[src/rtl/core/nmea_sentence_header_checksum_assert.svh]
// assertion macros for the sentence header and checksum rtl, used by the sentence queue
`ifndef NMEA_SENTENCE_HEADER_CHECKSUM_ASSERT_SVH
`define NMEA_SENTENCE_HEADER_CHECKSUM_ASSERT_SVH

// concurrent check sampled on the rising clock, off while reset is high
`define NMEA_ASSERT(lbl, clk, rst, prop, msg) \
   lbl: assert property (@(posedge clk) disable iff (rst) prop) else $error(msg);

// concurrent check that also holds through reset
`define NMEA_ASSERT_ALWAYS(lbl, clk, prop, msg) \
   lbl: assert property (@(posedge clk) prop) else $error(msg);

`endif

[src/rtl/core/nmea_pkg.sv]
// types, constants and id lookup functions for the sentence header and checksum block
package nmea_pkg;

   // framing characters
   localparam logic [7:0] StartChar = 8'h24;
   localparam logic [7:0] EndChar   = 8'h2A;

   // header layout: two talker bytes then three message bytes
   localparam int unsigned HdrLen    = 5;
   localparam int unsigned TalkLen   = 2;
   localparam int unsigned MsgLen    = 3;
   localparam int unsigned TalkCount = 5;
   localparam int unsigned MsgCount  = 18;
   localparam int unsigned PosWidth  = $clog2(HdrLen + 1);

   // default depth of the queue between front and back
   localparam int unsigned QueueDepthDefault = 4;

   localparam logic [8*TalkLen-1:0] TalkTab [TalkCount] = '{
      "GP", "GL", "GA", "GB", "GN"
   };

   localparam logic [8*MsgLen-1:0] MsgTab [MsgCount] = '{
      "DTM", "GBQ", "GBS", "GGA", "GLL", "GLQ", "GNQ", "GNS", "GPQ",
      "GRS", "GSA", "GST", "GSV", "RMC", "TXT", "VLW", "VTG", "ZDA"
   };

   // one closed sentence waiting for lookup
   typedef struct packed {
      logic [HdrLen-1:0][7:0] header;
      logic [7:0]             sum;
   } nmea_entry_type;

   // queue fill status seen by front and back
   typedef struct packed {
      logic full;
      logic empty;
   } nmea_q_status_type;

   // talker id match, 0 when nothing matches
   function automatic logic [2:0] talker_lookup(input logic [8*TalkLen-1:0] id);
      logic [2:0] code;
      code = '0;
      for (int k = TalkCount - 1; k >= 0; k--) begin
         if (id == TalkTab[k]) begin
            code = 3'(k + 1);
         end
      end
      return code;
   endfunction

   // message id match, 0 when nothing matches
   function automatic logic [4:0] message_lookup(input logic [8*MsgLen-1:0] id);
      logic [4:0] code;
      code = '0;
      for (int k = MsgCount - 1; k >= 0; k--) begin
         if (id == MsgTab[k]) begin
            code = 5'(k + 1);
         end
      end
      return code;
   endfunction

endpackage

[src/rtl/core/nmea_req_if.sv]
// input byte channel
interface nmea_req_if;
   logic       valid;
   logic       ready;
   logic [7:0] data_byte;

   modport source (output valid, output data_byte, input ready);
   modport sink   (input valid, input data_byte, output ready);
endinterface

[src/rtl/core/nmea_rsp_if.sv]
// sentence result channel
interface nmea_rsp_if;
   logic       valid;
   logic       ready;
   logic [2:0] talker_code;
   logic [4:0] message_code;
   logic [7:0] sum_value;

   modport source (output valid, output talker_code, output message_code,
                   output sum_value, input ready);
   modport sink   (input valid, input talker_code, input message_code,
                   input sum_value, output ready);
endinterface

[src/rtl/core/nmea_front.sv]
// front end: byte framing, header capture and running checksum
module nmea_front (
   input  logic                        clock,
   input  logic                        reset,
   nmea_req_if.sink                    req,
   input  nmea_pkg::nmea_q_status_type q_status,
   output logic                        push,
   output nmea_pkg::nmea_entry_type    push_data
);
   import nmea_pkg::*;

   logic                   in_sentence_ff, in_sentence_in;
   logic [PosWidth-1:0]    position_ff, position_in;
   logic [HdrLen-1:0][7:0] header_ff, header_in;
   logic [7:0]             sum_ff, sum_in;
   logic                   take;

   // accept bytes whenever the queue has room
   assign req.ready = !q_status.full;
   assign take      = req.valid && req.ready;

   // a closing star inside a sentence hands the header and sum to the queue
   assign push             = take && in_sentence_ff && (req.data_byte == EndChar);
   assign push_data.header = header_ff;
   assign push_data.sum    = sum_ff;

   // sentence state update
   always_comb begin
      in_sentence_in = in_sentence_ff;
      position_in    = position_ff;
      header_in      = header_ff;
      sum_in         = sum_ff;
      if (take) begin
         if (req.data_byte == StartChar) begin
            in_sentence_in = 1'b1;
            position_in    = '0;
            header_in      = '0;
            sum_in         = '0;
         end else if (in_sentence_ff) begin
            if (req.data_byte == EndChar) begin
               in_sentence_in = 1'b0;
            end else begin
               sum_in = sum_ff ^ req.data_byte;
               if (position_ff < PosWidth'(HdrLen)) begin
                  for (int i = 0; i < HdrLen; i++) begin
                     if (position_ff == PosWidth'(i)) begin
                        header_in[i] = req.data_byte;
                     end
                  end
                  position_in = position_ff + 1'b1;
               end
            end
         end
      end
   end

   // control state resets, header and sum are cleared by the start character
   always_ff @(posedge clock) begin
      if (reset) begin
         in_sentence_ff <= 1'b0;
         position_ff    <= '0;
      end else begin
         in_sentence_ff <= in_sentence_in;
         position_ff    <= position_in;
      end
      header_ff <= header_in;
      sum_ff    <= sum_in;
   end

endmodule

[src/rtl/core/nmea_fifo.sv]
// short queue of closed sentences between front and back
`include "nmea_sentence_header_checksum_assert.svh"

module nmea_fifo #(
   parameter int unsigned Depth = nmea_pkg::QueueDepthDefault
) (
   input  logic                        clock,
   input  logic                        reset,
   input  logic                        push,
   input  nmea_pkg::nmea_entry_type    push_data,
   input  logic                        pop,
   output nmea_pkg::nmea_entry_type    pop_data,
   output nmea_pkg::nmea_q_status_type status
);
   import nmea_pkg::*;

   localparam int unsigned PtrWidth = (Depth > 1) ? $clog2(Depth) : 1;
   localparam int unsigned CntWidth = $clog2(Depth + 1);

   nmea_entry_type      slot_ff [Depth];
   logic [PtrWidth-1:0] wr_ptr_ff, wr_ptr_in;
   logic [PtrWidth-1:0] rd_ptr_ff, rd_ptr_in;
   logic [CntWidth-1:0] count_ff, count_in;

   assign status.full  = (count_ff == CntWidth'(Depth));
   assign status.empty = (count_ff == '0);
   assign pop_data     = slot_ff[rd_ptr_ff];

   // pointer wrap and occupancy
   always_comb begin
      wr_ptr_in = wr_ptr_ff;
      rd_ptr_in = rd_ptr_ff;
      count_in  = count_ff;
      if (push) begin
         wr_ptr_in = (wr_ptr_ff == PtrWidth'(Depth - 1)) ? '0 : wr_ptr_ff + 1'b1;
      end
      if (pop) begin
         rd_ptr_in = (rd_ptr_ff == PtrWidth'(Depth - 1)) ? '0 : rd_ptr_ff + 1'b1;
      end
      case ({push, pop})
         2'b10:   count_in = count_ff + 1'b1;
         2'b01:   count_in = count_ff - 1'b1;
         default: count_in = count_ff;
      endcase
   end

   always_ff @(posedge clock) begin
      if (reset) begin
         wr_ptr_ff <= '0;
         rd_ptr_ff <= '0;
         count_ff  <= '0;
      end else begin
         wr_ptr_ff <= wr_ptr_in;
         rd_ptr_ff <= rd_ptr_in;
         count_ff  <= count_in;
      end
   end

   // entry storage
   always_ff @(posedge clock) begin
      if (push) begin
         slot_ff[wr_ptr_ff] <= push_data;
      end
   end

   `NMEA_ASSERT(a_no_push_full, clock, reset, push |-> !status.full, "push into full queue")
   `NMEA_ASSERT(a_no_pop_empty, clock, reset, pop |-> !status.empty, "pop from empty queue")
   `NMEA_ASSERT(a_count_up, clock, reset, (push && !pop) |=> (count_ff == $past(count_ff) + 1'b1), "count missed a push")
   `NMEA_ASSERT_ALWAYS(a_count_bound, clock, reset || (count_ff <= CntWidth'(Depth)), "count beyond depth")

endmodule

[src/rtl/core/nmea_back.sv]
// back end: talker and message lookup into the output register
module nmea_back (
   input  logic                        clock,
   input  logic                        reset,
   input  nmea_pkg::nmea_q_status_type q_status,
   input  nmea_pkg::nmea_entry_type    pop_data,
   output logic                        pop,
   nmea_rsp_if.source                  rsp
);
   import nmea_pkg::*;

   logic       valid_ff, valid_in;
   logic [2:0] talker_ff, talker_in;
   logic [4:0] message_ff, message_in;
   logic [7:0] sum_ff;
   logic       load;

   // refill the output register when it is empty or being drained
   assign load = !valid_ff || rsp.ready;
   assign pop  = load && !q_status.empty;

   // id classification of the queue head
   assign talker_in  = talker_lookup({pop_data.header[0], pop_data.header[1]});
   assign message_in = message_lookup({pop_data.header[2], pop_data.header[3],
                                       pop_data.header[4]});
   assign valid_in   = load ? !q_status.empty : valid_ff;

   always_ff @(posedge clock) begin
      if (reset) begin
         valid_ff <= 1'b0;
      end else begin
         valid_ff <= valid_in;
      end
      if (pop) begin
         talker_ff  <= talker_in;
         message_ff <= message_in;
         sum_ff     <= pop_data.sum;
      end
   end

   assign rsp.valid        = valid_ff;
   assign rsp.talker_code  = talker_ff;
   assign rsp.message_code = message_ff;
   assign rsp.sum_value    = sum_ff;

endmodule

[src/rtl/core/nmea_sentence_header_checksum.sv]
// nmea sentence header and checksum: one byte per cycle in while the queue has room, one result per closed sentence
// throughput: one byte accepted per cycle while the sentence queue has room
// a result passes through the sentence queue and then the output register after its closing star transfers
// the queue holds QueueDepth closed sentences; bytes stall only when it is full
// reset (synchronous, active high) leaves the block outside a sentence with the queue empty
module nmea_sentence_header_checksum #(
   parameter int unsigned QueueDepth = nmea_pkg::QueueDepthDefault
) (
   input  logic         clock,
   input  logic         reset,
   nmea_req_if.sink     req_bus,
   nmea_rsp_if.source   rsp_bus
);
   import nmea_pkg::*;

   nmea_q_status_type q_status;
   nmea_entry_type    push_data;
   nmea_entry_type    pop_data;
   logic              push;
   logic              pop;

   // framing and checksum
   nmea_front u_front (
      .clock     (clock),
      .reset     (reset),
      .req       (req_bus),
      .q_status  (q_status),
      .push      (push),
      .push_data (push_data)
   );

   // closed sentence queue
   nmea_fifo #(
      .Depth (QueueDepth)
   ) u_fifo (
      .clock     (clock),
      .reset     (reset),
      .push      (push),
      .push_data (push_data),
      .pop       (pop),
      .pop_data  (pop_data),
      .status    (q_status)
   );

   // id lookup and result register
   nmea_back u_back (
      .clock    (clock),
      .reset    (reset),
      .q_status (q_status),
      .pop_data (pop_data),
      .pop      (pop),
      .rsp      (rsp_bus)
   );

endmodule
[src/flat_wrapper.sv]
// flat-port wrapper written by rule: the top's interface ports become plain ports
module nmea_sentence_header_checksum_flat import nmea_pkg::*;
#(
   parameter int unsigned QueueDepth = nmea_pkg::QueueDepthDefault
)
  (clock, reset, req_bus_valid, req_bus_data_byte, req_bus_ready, rsp_bus_valid, rsp_bus_talker_code, rsp_bus_message_code, rsp_bus_sum_value, rsp_bus_ready);
  nmea_req_if req_bus_i ();
  nmea_rsp_if rsp_bus_i ();
  input  logic clock;
  input  logic reset;
  input wire logic [$bits(req_bus_i.valid)-1:0] req_bus_valid;
  input wire logic [$bits(req_bus_i.data_byte)-1:0] req_bus_data_byte;
  output wire logic [$bits(req_bus_i.ready)-1:0] req_bus_ready;
  output wire logic [$bits(rsp_bus_i.valid)-1:0] rsp_bus_valid;
  output wire logic [$bits(rsp_bus_i.talker_code)-1:0] rsp_bus_talker_code;
  output wire logic [$bits(rsp_bus_i.message_code)-1:0] rsp_bus_message_code;
  output wire logic [$bits(rsp_bus_i.sum_value)-1:0] rsp_bus_sum_value;
  input wire logic [$bits(rsp_bus_i.ready)-1:0] rsp_bus_ready;
  assign req_bus_i.valid = req_bus_valid;
  assign req_bus_i.data_byte = req_bus_data_byte;
  assign req_bus_ready = req_bus_i.ready;
  assign rsp_bus_valid = rsp_bus_i.valid;
  assign rsp_bus_talker_code = rsp_bus_i.talker_code;
  assign rsp_bus_message_code = rsp_bus_i.message_code;
  assign rsp_bus_sum_value = rsp_bus_i.sum_value;
  assign rsp_bus_i.ready = rsp_bus_ready;
  nmea_sentence_header_checksum #(.QueueDepth(QueueDepth)) u_core (.clock(clock), .reset(reset), .req_bus(req_bus_i), .rsp_bus(rsp_bus_i));
endmodule
[config.mk]
export PLATFORM = sky130hd
export DESIGN_NAME = nmea_sentence_header_checksum_flat
export DESIGN_NICKNAME = d
export VERILOG_FILES = /design/src/rtl/core/nmea_pkg.sv /design/src/rtl/core/nmea_req_if.sv /design/src/rtl/core/nmea_rsp_if.sv /design/src/rtl/core/nmea_front.sv /design/src/rtl/core/nmea_fifo.sv /design/src/rtl/core/nmea_back.sv /design/src/rtl/core/nmea_sentence_header_checksum.sv /design/src/flat_wrapper.sv
export VERILOG_INCLUDE_DIRS = /design/src /design/src/rtl/core
export SDC_FILE = /design/constraint.sdc
export NUM_CORES = 1
export LEC_CHECK = 0
export BUFFER_PORTS_ARGS = -buffer_cell sky130_fd_sc_hd__buf_2
export CORE_AREA = 2 2 136 138
export CTS_CLUSTER_DIAMETER = 50
export DETAILED_ROUTE_END_ITERATION = 12
export DIE_AREA = 0 0 138 140
export PLACE_DENSITY_LB_ADDON = 0.25
export REMOVE_ABC_BUFFERS = 1
export SKIP_CTS_REPAIR_TIMING = 1
export SYNTH_ARGS = -nofsm -noshare
export SYNTH_HDL_FRONTEND = slang
export SYNTH_HIERARCHICAL = 1
export SYNTH_SLANG_ARGS = --single-unit
[constraint.sdc]
create_clock -name clock -period 4.5 [get_ports clock]
set_clock_uncertainty 0.2 [all_clocks]
set_input_delay 0.9 -clock clock [delete_from_list [all_inputs] [get_ports clock]]
set_output_delay 0.9 -clock clock [all_outputs]
set_load 0.1 [all_outputs]
## Word level (Yosys, flattened, before mapping)

Memories as Yosys holds them, arrays and structs flattened. A register that Yosys moved wholly into a read port is not among the register bits.
Index checks and enable logic that the tools add are counted.

- Memories: 1
- Word-level logic and storage cells: 136
- Memory bits (writable): 192
- Bits of input ports: 12
- Output and inout port bits: 18
- Register bits: 76

- $lt $le $gt $ge: 1
- Equality and inequality tests: 35
- $add $sub $neg: 5
- Bitwise operators: 1
- Reduce and logical (&&, ||, !) cells: 29
- Mux-type cells: 45

Memories:

| name | words | width | read ports | clocked after Yosys merged registers in | write ports | line | RTL |
|---|---|---|---|---|---|---|---|
| u_core.u_fifo.slot_ff | 4 | 48 | 1 | 1 | 1 | nmea_fifo.sv:20 | `nmea_entry_type slot_ff [Depth];` |

Operator list:

| operator | number |
|---|---|
| $eq A24 B23 Y1 const B | 18 |
| $mux W40 | 3 |
| $eq A16 B15 Y1 const B | 5 |
| $mux W8 | 7 |
| $mux W4 | 8 |
| $mux W3 | 10 |
| $reduce_and A5 Y1 | 5 |
| $eq A8 B6 Y1 const B | 2 |
| $mux W2 | 8 |
| $reduce_bool A2 Y1 | 8 |
| $mux W5 | 3 |
| $reduce_or A15 Y1 | 1 |
| $xor A8 B8 Y8 | 1 |
| $reduce_or A7 Y1 | 1 |
| $add A3 B1 Y3 const B | 2 |
| $eq A2 B2 Y1 const B | 3 |
| $eq A3 B2 Y1 const B | 2 |
| $eq A3 B3 Y1 const B | 2 |
| $logic_not A3 Y1 | 2 |
| $pmux W3 S2 | 1 |
| $reduce_or A3 Y1 | 2 |
| $mux W1 | 5 |
| $add A2 B1 Y2 const B | 2 |
| $logic_and A1 B1 Y1 | 4 |
| 9 further kinds | 11 |

## Logic depth before layout (Yosys ltp)

Gate-level depths: netlist (run 1).

- Word-level depth: 18
- Mapped depth: 11
- Mapped depth without buffers: 11

## Hierarchy

Netlist (run 1), hierarchy kept.

By module, submodules not included:

| module | instances | area each (sq um) | cells an instance | seq. area each (sq um) |
|---|---|---|---|---|
| nmea_fifo | 1 | 7,365.8 | 298 | 5,945.7 |
| nmea_front | 1 | 2,047.0 | 127 | 1,521.5 |
| nmea_back | 1 | 1,174.9 | 121 | 500.5 |

## Least setup slack after synthesis (run 1)

Ideal clock, no wire load.

- Kind: input -> register
- Start point: in rsp_bus_ready
- End point: reg u_core.u_fifo.count_ff[2]
- Stages on the path: 8
- Slack: 0.966 ns
- Arrival: 3.265 ns
- Required time: 4.230 ns
- Buffers on the path: 0
- Library setup time: 0.070 ns
- Cells stage by stage: nand2b_1 nor2b_1 ha_1 inv_1 fa_1 xor2_1 or3_1 a21oi_1

- Cells in the longest elaborated chain, start to end: 4
- Elaborated cells between the ends (all ways): 6
- Those cells by class: eq/ne: 2; mux: 1; reduce/logical: 3

RTL lines:

| item | line | RTL |
|---|---|---|
| start: declaration | flat_wrapper.sv:18 | `input wire logic [$bits(rsp_bus_i.ready)-1:0] rsp_bus_ready;` |
| $logic_or A1 B1 Y1 * | nmea_back.sv:19 | `assign load = !valid_ff \|\| rsp.ready;` |
| $logic_and A1 B1 Y1 * | nmea_back.sv:20 | `assign pop = load && !q_status.empty;` |
| via u_core.pop | nmea_sentence_header_checksum.sv:20 | `logic pop;` |
| $eq A2 B1 Y1 or $eq A2 B2 Y1 (tied branches) | nmea_fifo.sv:40 | `case ({push, pop})` |
| $pmux W3 S2 or $reduce_bool A2 Y1 (tied branches) | - |  |
| end signal: assignment | nmea_fifo.sv:55 | `count_ff <= count_in;` |
| end: declaration | nmea_fifo.sv:23 | `logic [CntWidth-1:0] count_ff, count_in;` |

The timed path passes the listed nets; every way through them passes the cells marked *.
A chain may end at the register's enable or synchronous reset.

==> results of run 1 <==
-- where the power goes --
group | switching [mW] | internal, mW | total, mW
logic | 0.947 | 0.338 | 1.29
registers | 0.0966 | 2.84 | 2.94
clock network | 0.923 | 1.44 | 2.36
-- worst max-delay path: stages (launching register included) --
cell       delay [ns]
dfxtp_4          0.77
mux4_2           0.64
nor4b_4          0.46
nand2_1          0.19
nor4_1           0.58
inv_1            0.09
o2111ai_1        0.21
-- layer usage --
| layer | share of wire, % | GRT usage (%) | wire length, um | vias up |
|---|---|---|---|---|
| met1 | 41 | 27.20 | 7975 | 2599 |
| li1 | - | - | - | 2296 |
| met5 | 0 | 0 | 0 | - |
| met4 | 1.7 | 5.800 | 336 | 0 |
| met3 | 5.4 | 2.701 | 1049 | 31 |
| met2 | 52 | 35.25 | 9964 | 180 |
-- final timing paths --
path	cells past startpoint	endpoint	start	slack (ns)
hold reg to reg	2	u_core/u_back/rsp.valid	u_core/u_back/rsp.valid	0.29
hold / removal	2	u_core/u_back/rsp.valid	u_core/u_back/rsp.valid	0.29
setup / recovery	6	u_core/u_back/rsp.message_code[1]	flop	1.16
setup reg to reg	6	u_core/u_back/rsp.message_code[1]	flop	1.16
-- Yosys cell counts (all sizes together) (2+ instances only) --
master / instances
or3b: 3
a31oi: 3
mux4: 48
and4b: 2
nor2b: 7
and4: 2
o21ai: 7
ha: 11
nand4bb: 2
xor2: 2
and3: 2
mux2: 2
dfxtp: 14
nand4: 5
and2: 10
o2111ai: 3
nor2: 33
nand2: 16
nor3: 11
or3: 3
nand2b: 3
a21oi: 12
edfxtp: 256
nor4b: 5
xnor2: 8
nor4: 5
nor3b: 3
nand3b: 3
clkbuf: 8
buf: 10
nand3: 8
mux2i: 3
inv: 17
-- cell families after synthesis --
| kind of cell | share of synthesized area, % |
|---|---|
| AOI/OAI and AO/OA | 2.399 |
| xor gates and xnor gates | 0.8273 |
| adders and majority gates | 1.489 |
| buffers and inverters | 1.737 |
| DFF | 75.25 |
| muxes | 10.78 |
| and+or+nand+nor | 7.516 |
-- registers in the layout (all words and copies together) (netlist names), named ones only --
signal,flops
u_core/u_fifo/slot_ff,192
u_core/u_front/push_data,40
u_core/u_back/rsp.sum_value,8
u_core/u_front/sum_ff,8
u_core/u_back/rsp.message_code,5
u_core/u_back/rsp.talker_code,3
u_core/u_fifo/count_ff,3
u_core/u_front/position_ff,3
u_core/u_fifo/rd_ptr_ff,2
u_core/u_fifo/wr_ptr_ff,2
u_core/u_back/rsp.valid,1
u_core/u_front/in_sentence_ff,1
-- area by class of cell --
class                           instances  share of cell area [%]
Clock buffer                           31                   5.948
Clock inverter                         21                   2.101
Inverter                               17                  0.5331
Multi-Input combinational cell        240                   20.41
Sequential cell                       270                   66.60
Tap cell                              229                   2.394
Timing Repair Buffer                   40                   2.007
==> reports/qor.txt, run 1 <==
status: completed
synthesized area: 0.01059 mm2
global-route wire length before repair: 29980 um
Req. time, crit path: 4.66 ns
Final setup viols: 0
Max Clock Freq: 299.2 MHz
layout cells sized above 1: 24.23%
io pins: 30
Die Wd: 138 um
unrepaired setup endpoints after global routing: no
post-layout min period: 3.343 ns
1st-iter DRT viols: 425
gr usage total: 20.21%
latest clock arrival within the worst-skew pair: 0.53 ns
crit-path max FO: 33
# diodes: 0
Post-DP HPWL: 12290 um
Fin. Hold Viols: 0
DR DRC count: 0
initial antenna violation count: 0
pre-CTS setup slack: 0.9160 ns
post-place instance area: 0.01101 mm2
Cell Count Post-Placement: 796
Fin Setup TNS: 0 ns
Max Root-Sink Buffers: 3
Post-synth EDFFs: 256
DIE AREA: 0.01932 mm2
WS Path Type: reg2reg
Worst setup EP type: flop
Yosys reg bits: 270
multi-input logic area: 0.002444 mm2
MaxCap Viol Count: 0
Clock transition at path regs: 0.06 ns
port bufs: 29
drt first pass iters: 5
Ys Warns: 6
Design Power: 6.584 mW
design area: 0.01197 mm2
gpl congestion: 0.9128
H-tree depth: 1
Initial Util: 59.55%
Async SR Flop Fraction: 0%
cts bufs inserted: 28
final worst path period share: 74.28%
largest net degree at the start of global routing: 49
Worst setup SP type: flop
clock sinks: 270
register area share after synthesis: 75.25%
most frequent cells in the layout: edfxtp_1 (256), mux4_2 (48), nor2_1 (33)
FF/Latch Area: 0.007973 mm2
Core Rows: 49
Die Ht: 140 um
final cell count without fillers: 848
total gr overflow: 0
TritonCTS clock tree: done
Area growth syn-to-layout: 13.06%
Post-Syn Instances: 546
Worst EP arrival: 3.51 ns
fin nets: 621
P_leak: 3.797 nW
syn avg cell area: 19.39 um2
Synth area leader: edfxtp_1
area of the core: 0.01778 mm2
most common cell after layout, fill and taps aside: edfxtp_1
peak supply drop: 0.4538 mV
Worst-Margin Slew: 1.017 ns
drt total wl: 19330 um
Wirelength per Cell: 22.79 um
detailed-route via count: 5106
Tightest Hold Check Type: reg2reg
count of cell types in the netlist: 61
Power Density: 550.0 mW/mm2
setup ws final: 1.157 ns
DR vias/cell: 6.021
Core Util, Final: 67.33%
CTS Root Buffer Type: clkbuf_16
vias in the first global route: 5378
fillers: 1114
Most used DFF post-synth: edfxtp_1
WHS: 0.2924 ns
top cell type's share of synthesized area: 72.61%
synth top area cells: edfxtp_1 (73%), mux4_2 (10%), dfxtp_1 (2.6%)
Slew HR: 31.93%
Final Max Slew Viols: 0
Final ANT Viol Nets: 0
Note: power is estimated with default switching activity, not from simulation.
==> inputs of run 2 (changes only) <==
Clock period 4.5 ns to 3.3 ns, I/O delays scaled along.
==> run 2 against run 1 <==
Against the previous run: global-route usage rose by 1.6 points; core utilization grew 0.91 points; power increased by 34%; combinational power grew 46%; non-clock buffer count up 20; final cell count grew 2.2%; sequential power increased by 34%; critical endpoint unchanged; largest cell class unchanged; largest power group unchanged.
==> reports/qor.txt, run 2 (same netlist as run 1, synthesis figures left out) <==
P_leak: 3.892 nW (was 3.797 nW)
status: completed (unchanged)
Die Ht: 140 um (unchanged)
1st-iter DRT viols: 509 (was 425)
Final Max Slew Viols: 0 (unchanged)
detailed-route via count: 5376 (was 5106)
Fin Setup TNS: 0 ns (unchanged)
cts bufs inserted: 28 (unchanged)
critical path, cell by cell: buf_4, mux4_2, or3b_1, nor4_1, inv_1, o2111ai_1 (was mux4_2, nor4b_4, nand2_1, nor4_1, inv_1, o2111ai_1)
Wirelength per Cell: 23.99 um (was 22.79 um)
Final ANT Viol Nets: 0 (unchanged)
Seq pwr share: 44.5% (was 44.6%)
most frequent cells in the layout: edfxtp_1 (256), mux4_2 (48), nor2_1 (33) (unchanged)
Req. time, crit path: 3.45 ns (was 4.66 ns)
TritonCTS clock tree: done (unchanged)
fillers: 1133 (was 1114)
most common cell after layout, fill and taps aside: edfxtp_1 (unchanged)
Worst setup SP type: flop (unchanged)
global-route wire length before repair: 31860 um (was 29980 um)
peak supply drop: 0.5583 mV (was 0.4538 mV)
crit-path max FO: 8 (was 33)
setup ws final: 0.3667 ns (was 1.157 ns)
Initial Util: 59.55% (unchanged)
post-layout min period: 2.933 ns (was 3.343 ns)
pre-CTS setup slack: 0.2766 ns (was 0.9160 ns)
Net Sw Frac: 30.49% (was 29.88%)
Int Power: 6.145 mW (was 4.617 mW)
CTS Root Buffer Type: clkbuf_16 (unchanged)
area of the core: 0.01778 mm2 (unchanged)
DR vias/cell: 6.201 (was 6.021)
WS Path Type: reg2reg (unchanged)
Worst EP arrival: 3.09 ns (was 3.51 ns)
clock sinks: 270 (unchanged)
DR DRC count: 0 (unchanged)
port bufs: 29 (unchanged)
DIE AREA: 0.01932 mm2 (unchanged)
H-tree depth: 1 (unchanged)
vias in the first global route: 5483 (was 5378)
Post-DP HPWL: 12750 um (was 12290 um)
largest register by flop count: u_core/u_fifo/slot_ff (unchanged)
io pins: 30 (unchanged)
Crit path max-delay family: simple AND/OR/NAND/NOR gates (unchanged)
layout cells sized above 1: 26.33% (was 24.23%)
final worst path period share: 88.89% (was 74.28%)
Worst-Margin Slew: 0.5320 ns (was 1.017 ns)
clock share of power: 34.2% (was 35.8%)
fin nets: 641 (was 621)
largest net degree at the start of global routing: 34 (was 49)
initial antenna violation count: 0 (unchanged)
Power Density: 728.6 mW/mm2 (was 550.0 mW/mm2)
Slew HR: 64.20% (was 31.93%)
drt first pass iters: 5 (unchanged)
Die Wd: 138 um (unchanged)
# diodes: 0 (unchanged)
max incr delay on CP: 0.56 ns (was 0.77 ns)
MaxCap Viol Count: 0 (unchanged)
Sw Pwr: 2.695 mW (was 1.967 mW)
Area growth syn-to-layout: 14.59% (was 13.06%)
Max Clock Freq: 340.9 MHz (was 299.2 MHz)
total gr overflow: 0 (unchanged)
Final setup viols: 0 (unchanged)
Clock transition at path regs: 0.06 ns (about the same)
Slowest cell on crit path: mux4_2 (was dfxtp_4)
latest clock arrival within the worst-skew pair: 0.53 ns (about the same)
gr usage total: 21.85% (was 20.21%)
Fin. Hold Viols: 0 (unchanged)
Tightest Hold Check Type: in2reg (was reg2reg)
max reg flops: 192 (unchanged)
drt total wl: 20800 um (was 19330 um)
unrepaired setup endpoints after global routing: no (unchanged)
WP buf/inv: 2 (was 1)
Max Root-Sink Buffers: 3 (unchanged)
Comb power frac: 21.3% (was 19.5%)
gpl congestion: 0.9134 (was 0.9128)
Core Rows: 49 (unchanged)
Worst setup EP type: flop (unchanged)
run 2: cell types whose count changed in the layout (fill, tap and decap cells not counted), moves of 2 or more:
cell	delta
clkbuf_1	+3
clkinv_1	-2
clkinv_2	+2
buf_12	+7
bufinv_16	-3
buf_4	+13
run 2: metal layers:
metal,GRT usage (%),vias up,routed length (um),part of all wire (%)
met5,0,-,0,0
met2,38.41,226,10990,53
met3,3.932,33,1269,6.1
li1,-,2336,-,-
met4,6.498,0,375,1.8
met1,28.32,2781,8164,39
run 2: power groups by stage:
stage	registers, mW	logic (mW)	clock network (mW)
floorplan	4.87	0.627	0
global placement	4.00	1.86	0
detailed placement	4.00	1.89	0
CTS	3.94	1.90	3.08
global route	3.94	1.98	3.21
finish	3.93	1.88	3.02
run 2: area by class of cell:
class	count	area (um2)	share of cell area, %
Clock buffer	35	748.2	6.167
Clock inverter	16	140.1	1.155
Inverter	17	63.81	0.5259
Multi-Input combinational cell	240	2444	20.14
Sequential cell	270	7973	65.71
Tap cell	229	286.5	2.362
Timing Repair Buffer	60	478.0	3.939
run 2: path summary, 6_finish.rpt:
kind,start,to,slack [ns],cells past startpoint
worst max-delay path,flop,u_core/u_back/rsp.message_code[1],0.37,6
worst min-delay path,rsp_bus_ready,u_core/u_back/rsp.valid,0.25,3
worst max register to register,flop,u_core/u_back/rsp.message_code[1],0.37,6
worst min register to register,u_core/u_front/push_data[13],u_core/u_fifo/slot_ff[3][13],0.30,0
run 2: through the flow:
step / power, mW / instance area [um2] / instances / hold WS (ns) / util (%)
after global placement: 5.861 / 11240 / 816 / 0.2654 / 63.24
after global routing: 9.139 / 12130 / 867 / 0.2589 / 68.24
after CTS: 8.916 / 12130 / 867 / 0.2187 / 68.24
after floorplan: 5.499 / 10470 / 527 / 0.2587 / -
after detailed placement: 5.890 / 11240 / 816 / 0.2839 / 63.24
final: 8.840 / 12130 / 867 / 0.2539 / 68.24
run 2: worst min-delay path, delay by kind of cell:
family | cells | cell delay (ns)
buffers and inverters | 1 | 0.08
AO/OA/AOI/OAI | 1 | 0.07
AND/OR/NAND/NOR | 1 | 0.12
